`config.mk`:
```
export PLATFORM = sky130hd
export DESIGN_NAME = qapm_mixer
export DESIGN_NICKNAME = d
export VERILOG_FILES = /design/src/design/quad_attitude_pid_mixer_top_defines.svh /design/src/design/qapm_pkg.sv /design/src/design/qapm_mixer.sv
export SDC_FILE = /design/constraint.sdc
export NUM_CORES = 1
export LEC_CHECK = 0
export ABC_AREA = 1
export BUFFER_PORTS_ARGS = -buffer_cell sky130_fd_sc_hd__buf_2
export CORE_MARGIN = 4
export CORE_UTILIZATION = 35
export DETAILED_ROUTE_END_ITERATION = 12
export SLEW_MARGIN = 10
export SYNTH_ARGS = -nofsm -noshare
export SYNTH_HDL_FRONTEND = slang
export SYNTH_SLANG_ARGS = --single-unit
export TNS_END_PERCENT = 100
```
`constraint.sdc`:
```
create_clock -name vclk -period 14.14
set_input_delay 0.707 -clock vclk [all_inputs]
set_output_delay 0.707 -clock vclk [all_outputs]
set_load 0.02 [all_outputs]
```
`src/design/quad_attitude_pid_mixer_top_defines.svh`:
```
// assertion macros shared by the attitude pid mixer rtl
// no dependencies; include by bare file name
`ifndef QUAD_ATTITUDE_PID_MIXER_TOP_DEFINES_SVH
`define QUAD_ATTITUDE_PID_MIXER_TOP_DEFINES_SVH
`ifndef SYNTHESIS
`define QAPM_ASSERT_IMPL(label, ante, cons) \
  label: assert property (@(posedge clk) disable iff (!rst_n) (ante) |-> (cons)) \
    else $error("qapm assertion failed");
`define QAPM_ASSERT_NEXT(label, ante, cons) \
  label: assert property (@(posedge clk) disable iff (!rst_n) (ante) |=> (cons)) \
    else $error("qapm assertion failed");
`else
`define QAPM_ASSERT_IMPL(label, ante, cons)
`define QAPM_ASSERT_NEXT(label, ante, cons)
`endif
`endif

```
`src/design/qapm_pkg.sv`:
```
// shared constants and types of the attitude pid mixer
// no dependencies
package qapm_pkg;
  localparam int ANGLE_FRAC_BITS = 6;
  localparam int ANGLE_W  = 16;
  localparam int ERR_W    = ANGLE_W + 1;
  localparam int DT_W     = 16;
  localparam int GAIN_W   = 16;
  localparam int GAINS_W  = 3 * GAIN_W;
  localparam int THR_W    = 13;
  localparam int DRIVE_W  = 14;
  localparam int MOTOR_W  = 13;
  localparam int Q12_ONE  = 4096;
  localparam int THR_MIN  = 410;
  localparam int NUM_AXES = 3;
  localparam int REG_IDX_W = 2;
  localparam logic [REG_IDX_W-1:0] REG_ROLL  = 2'd0;
  localparam logic [REG_IDX_W-1:0] REG_PITCH = 2'd1;
  localparam logic [REG_IDX_W-1:0] REG_YAW   = 2'd2;
  localparam int AXIS_ROLL  = 0;
  localparam int AXIS_PITCH = 1;
  localparam int AXIS_YAW   = 2;

  typedef struct packed {
    logic start;
    logic ack;
  } lane_ctrl_t;

  typedef logic signed [DRIVE_W-1:0] drive_t;
  typedef logic [MOTOR_W-1:0] motor_t;
endpackage

```
`src/design/qapm_mixer.sv`:
```
// x-quad mixer: throttle clamp and four saturated motor commands
// depends on qapm_pkg
module qapm_mixer (
  input  qapm_pkg::drive_t               roll,
  input  qapm_pkg::drive_t               pitch,
  input  qapm_pkg::drive_t               yaw,
  input  logic [qapm_pkg::THR_W-1:0]     throttle,
  output qapm_pkg::motor_t               front_left,
  output qapm_pkg::motor_t               front_right,
  output qapm_pkg::motor_t               back_left,
  output qapm_pkg::motor_t               back_right
);
  localparam int MW = qapm_pkg::DRIVE_W + 3;

  logic signed [MW-1:0] t, r, p, y;
  logic signed [MW-1:0] fl, fr, bl, br;

  function automatic qapm_pkg::motor_t sat_motor(input logic signed [MW-1:0] v);
    if (v < 0) begin
      return '0;
    end else if (v > MW'(qapm_pkg::Q12_ONE)) begin
      return qapm_pkg::MOTOR_W'(qapm_pkg::Q12_ONE);
    end else begin
      return qapm_pkg::MOTOR_W'(v);
    end
  endfunction

  always_comb begin
    if (throttle < qapm_pkg::THR_W'(qapm_pkg::THR_MIN)) begin
      t = MW'(qapm_pkg::THR_MIN);
    end else if (throttle > qapm_pkg::THR_W'(qapm_pkg::Q12_ONE)) begin
      t = MW'(qapm_pkg::Q12_ONE);
    end else begin
      t = $signed({{(MW - qapm_pkg::THR_W){1'b0}}, throttle});
    end
    r  = MW'(roll);
    p  = MW'(pitch);
    y  = MW'(yaw);
    fl = t - p + r - y;
    fr = t - p - r + y;
    bl = t + p + r + y;
    br = t + p - r - y;
  end

  assign front_left  = sat_motor(fl);
  assign front_right = sat_motor(fr);
  assign back_left   = sat_motor(bl);
  assign back_right  = sat_motor(br);
endmodule

```
Word level (Yosys, flattened, before mapping):

Cells that the tools add are included.

* flip-flop bits (word level): 0
* output and inout port bits: 52
* word-level logic and storage cells: 30
* memories: 0
* memory bits (writable): 0
* latch bits: 0
* bits in read-only memories: 0

* muxes and demuxes: 10
* shift operators: 0
* div/mod/pow operators: 0
* add/sub/neg operators: 10
* $mul: 0
* reductions and logical operators: 0
* bitwise logic cells: 0
* eq/ne operators: 0
* $lt $le $gt $ge: 10

Operators by type and width (count)
* 13-bit two-way mux: 10
* 17-bit by 14-bit > comparator with 1-bit output (second input constant): 4
* 17-bit by 1-bit less-than comparator with 1-bit output (second input constant): 4
* 15-bit by 14-bit adder with 16-bit output: 2
* 15-bit by 14-bit subtractor with 16-bit output: 2
* 16-bit by 14-bit adder with 17-bit output: 1
* 17-bit by 14-bit adder with 17-bit output: 1
* 16-bit by 14-bit subtractor with 17-bit output: 1
* 17-bit by 14-bit subtractor with 17-bit output: 1
* 14-bit by 14-bit adder with 15-bit output: 1
* 14-bit by 14-bit subtractor with 15-bit output: 1
* 13-bit > comparator (second input constant): 1
* 13-bit by 9-bit less-than comparator with 1-bit output (second input constant): 1

Logic depth before layout (Yosys ltp):

* depth in word-level cells: 9
* gate-level depth with buffers: 36
* depth with buffers taken out: 36

Worst setup path after synthesis:

OpenSTA, ideal clock, no wires.

* path type: input-to-output
* start: input port throttle[9] in the netlist's numbering
* end: output port front_left[10]
* data arrival time: 5.053 ns
* buffers on the path: 1
* data required time: 13.433 ns
* cell stages on the path: 31
* slack: 8.380 ns
* cells stage by stage: nor2_1 inv_1 nor4_1 a21oi_1 nor3_1 inv_1 ha_1 fa_1 o21ai_2 nand2_1 nand2_2 nand3_1 nand2_1 nand3_1 nand2_1 xor2_1 fa_1 inv_1 ha_1 inv_1 o21bai_1 a21oi_1 nand2_1 nand2_1 nand3_1 nand2_1 nand2_1 nor2_1 nand2_1 buf_2 nor2_1

* cells in the longest elaborated chain, start to end: 9
* elaborated cells on any way between the ends: 11
* those cells by class: 3 x add/sub; 4 x order compare; 4 x mux

RTL lines
* from (decl): RTL line qapm_mixer.sv:7 `input logic [qapm_pkg::THR_W-1:0] throttle,`
* 13-bit > comparator: RTL line qapm_mixer.sv:31 `end else if (throttle > qapm_pkg::THR_W'(qapm_pkg::Q12_ONE)) begin`
* 13-bit two-way mux: RTL line qapm_mixer.sv:31
* 13-bit two-way mux (*): RTL line qapm_mixer.sv:29 `if (throttle < qapm_pkg::THR_W'(qapm_pkg::THR_MIN)) begin`
* 14-bit by 14-bit subtractor with 15-bit output (*): RTL line qapm_mixer.sv:39 `fl = t - p + r - y;`
* 15-bit by 14-bit adder with 16-bit output (*): RTL line qapm_mixer.sv:39
* 17-bit by 14-bit subtractor with 17-bit output (*): RTL line qapm_mixer.sv:39
* 17-bit by 14-bit > comparator with 1-bit output: RTL line qapm_mixer.sv:21 `end else if (v > MW'(qapm_pkg::Q12_ONE)) begin`
* 13-bit two-way mux: RTL line qapm_mixer.sv:21
* 13-bit two-way mux (*): RTL line qapm_mixer.sv:19 `if (v < 0) begin`
* to (decl): RTL line qapm_mixer.sv:8 `output qapm_pkg::motor_t front_left,`

Mark *: on every way between the ends. The rest lies on a longest branch, timed or not.

Worst setup path after layout:

* start: input port throttle[3] in the netlist's numbering
* end: output port back_left[0]

* cells in the longest elaborated chain, start to end: 9
* elaborated cells on any way between the ends: 11
* those cells by class: 3 x add/sub; 4 x order compare; 4 x mux

RTL lines
* 13-bit > comparator: RTL line qapm_mixer.sv:31
* 13-bit two-way mux: RTL line qapm_mixer.sv:31
* 13-bit two-way mux (*): RTL line qapm_mixer.sv:29
* 14-bit by 14-bit adder with 15-bit output (*): RTL line qapm_mixer.sv:41 `bl = t + p + r + y;`
* 15-bit by 14-bit adder with 16-bit output (*): RTL line qapm_mixer.sv:41
* 17-bit by 14-bit adder with 17-bit output (*): RTL line qapm_mixer.sv:41
* 17-bit by 14-bit > comparator with 1-bit output: RTL line qapm_mixer.sv:21
* 13-bit two-way mux: RTL line qapm_mixer.sv:21
* 13-bit two-way mux (*): RTL line qapm_mixer.sv:19
* to (decl): RTL line qapm_mixer.sv:10 `output qapm_pkg::motor_t back_left,`

Marks and branches as above.

==> impl_metrics.tcl <==
set metrics [dict create \
    status "finished clean" \
    antenna_cells 0 \
    power_mw 1.06 \
    routed-via-count 7700 \
    place_hpwl_mm 20.0 \
    place_ws_ns 7.35 \
    drt-initial-drc-count 443 \
    tightestPinTransition_ns 0.679 \
    max_slew_margin_pct 54.3 \
    max_freq_ghz 0.147 \
    finalMaxSlewViolations 0 \
    dp_cells 1629 \
    fin_ws_ns 7.32 \
    first_pass_iters 5 \
    worstHoldStart "yaw[0]" \
    die_h_um 154 \
    avgRoutedWirePerCell_um 13.4 \
    io_buffers 107 \
    rsz0062_at_grt "no" \
    drc 0 \
    gr-total-overflow 0 \
    vias_per_cell 4.73 \
    p_leak_nw 4.96 \
    postLayoutCellArea_um2 8240 \
    core_area_um2 21000 \
    initial_core_util_pct 35.5 \
    layout_commonest_cell "nand2_1" \
    cp_common_cell "nand2_1" \
    postSynthCellCount 1262 \
    antenna_found_initial 0 \
    cts_hold_buf 0 \
    dieArea_um2 23700 \
    finalCritPeriodShare_pct 48.2 \
    layout.nets 1563 \
    highest_layer "met4" \
    ioPinCount 107 \
    grt_max_degree 14 \
    cts_resized 0 \
    syn2layout_area_growth_pct 10.3 \
    postRouteWirelength_mm 21.8 \
    seq_cells 0 \
    tns_ns 0 \
    hold_viol_final 0 \
    grt_pass1_vias 7383 \
    required_ns 13.43 \
    netlist-cell-type-count 39 \
    cp-end-kind "primary output" \
    die_w_um 154 \
    yosys_warnings 0 \
    power_density_nw_per_um2 129 \
    critPathKind "input pin to primary output" \
    grt_pass1_wl_mm 36.0 \
    crit_arrival_ns 6.11 \
    cp_max_fo 12 \
    post-route-min-period_ns 6.82 \
    crit_start "throttle[3]" \
    postRouteAntennaNets 0 \
    cp_slowest_cell "o31ai_1" \
    startpoint_type "input pin" \
    wl_met1_mm 10.5 \
    drv_cap 0 \
    regArea_um2 0 \
    min_path_type "input pin to primary output" \
    synth_area_um2 7470 \
    gp_congestion 0.935 \
    post_cts_buffers 0 \
    setup_viol_count_final 0 \
    num_rows 53 \
    avgSynthCellArea_um2 5.92 \
    wl_met3_mm 1.25 \
    clock_buffers 0 \
    drive_above_1_share_pct 10.9 \
    synth_seq_area_share_pct 0 \
    met2_length_mm 9.79 \
    critical-path-max-stage-delay_ns 0.61 \
    final_cells 1629 \
    vdd_drop_max_uv 29.0 \
    final_cell_mix "nand2_1 (334), inv_1 (251), nor2_1 (136)" \
    place_area_um2 8240 \
    grt_use_total_pct 18.1 \
    synth_nets 1469 \
]
==> per-stage QoR <==
step	utilization, %	hold slack [ns]
3_5_place_dp	39.2	2.06
5_1_grt	39.2	2.13
4_1_cts	39.2	2.06
3_3_place_gp	39.2	2.05
2_1_floorplan	-	1.77
6_report	39.2	2.05
==> synthesized netlist by cell type (all sizes together) <==
| cell | instances | area, um2 |
|---|---|---|
| a21o | 7 | 52.6 |
| ha | 85 | 1060 |
| xnor2 | 7 | 61.3 |
| clkbuf | 1 | 3.75 |
| and2 | 3 | 18.8 |
| and3 | 1 | 6.26 |
| o311ai | 1 | 8.76 |
| nor4 | 2 | 12.5 |
| a221oi | 1 | 8.76 |
| or2 | 4 | 25.0 |
| o31ai | 1 | 7.51 |
| nand3 | 128 | 646 |
| a31oi | 8 | 50.1 |
| nor2 | 150 | 603 |
| nand2 | 344 | 1320 |
| o21a | 1 | 7.51 |
| o211ai | 1 | 7.51 |
| nor3 | 14 | 70.1 |
| a211oi | 1 | 7.51 |
| inv | 258 | 968 |
| a21oi | 56 | 295 |
| xor2 | 39 | 342 |
| fa | 67 | 1340 |
| o21ai | 17 | 88.8 |
| nand3b | 19 | 143 |
| o21bai | 8 | 60.1 |
| buf | 14 | 106 |
| nand4 | 24 | 150 |
==> per-layer routing <==
metal,global-route usage [%],vias to the layer above
met5,0,-
met4,2.02,0
met3,1.10,13
met2,30.8,172
met1,26.0,3420
li1,-,4095
==> layout make-up <==
cell class | instances | area, um2
Inverter | 258 | 968
Timing Repair Buffer | 107 | 536
Tap cell | 275 | 344
Multi-Input combinational cell | 989 | 6390
Fill cell | 2385 | 12800
==> worst paths after layout <==
check,endpoint,slack [ns],cells after the start
hold / removal,front_right[0],2.05,5
setup / recovery,back_left[0],7.32,29
==> cell families (layout without fill, tap and decap cells) <==
group,after synthesis,in the layout,synth area share [%]
compound gates,102,102,7.96
xor+xnor,46,46,5.39
fa+ha+maj,152,152,32.2
buf+inv,273,365,14.4
simple gates,689,689,40.0
==> worst max-delay path, delay by kind of cell <==
family | cells | cell delay (ns)
AOI/OAI and AO/OA | 4 | 1.50
xor gates and xnor gates | 1 | 0.34
adders and majority gates | 3 | 1.22
buffers and inverters | 7 | 0.68
and+or+nand+nor | 14 | 1.65
==> where the power goes <==
group,switching [mW],internal (mW),leakage [nW]
registers,0,0,0
logic,0.693,0.367,4.96
clock network,0,0,0
total,0.693,0.367,4.96
Note: power is estimated with default switching activity, not from simulation.
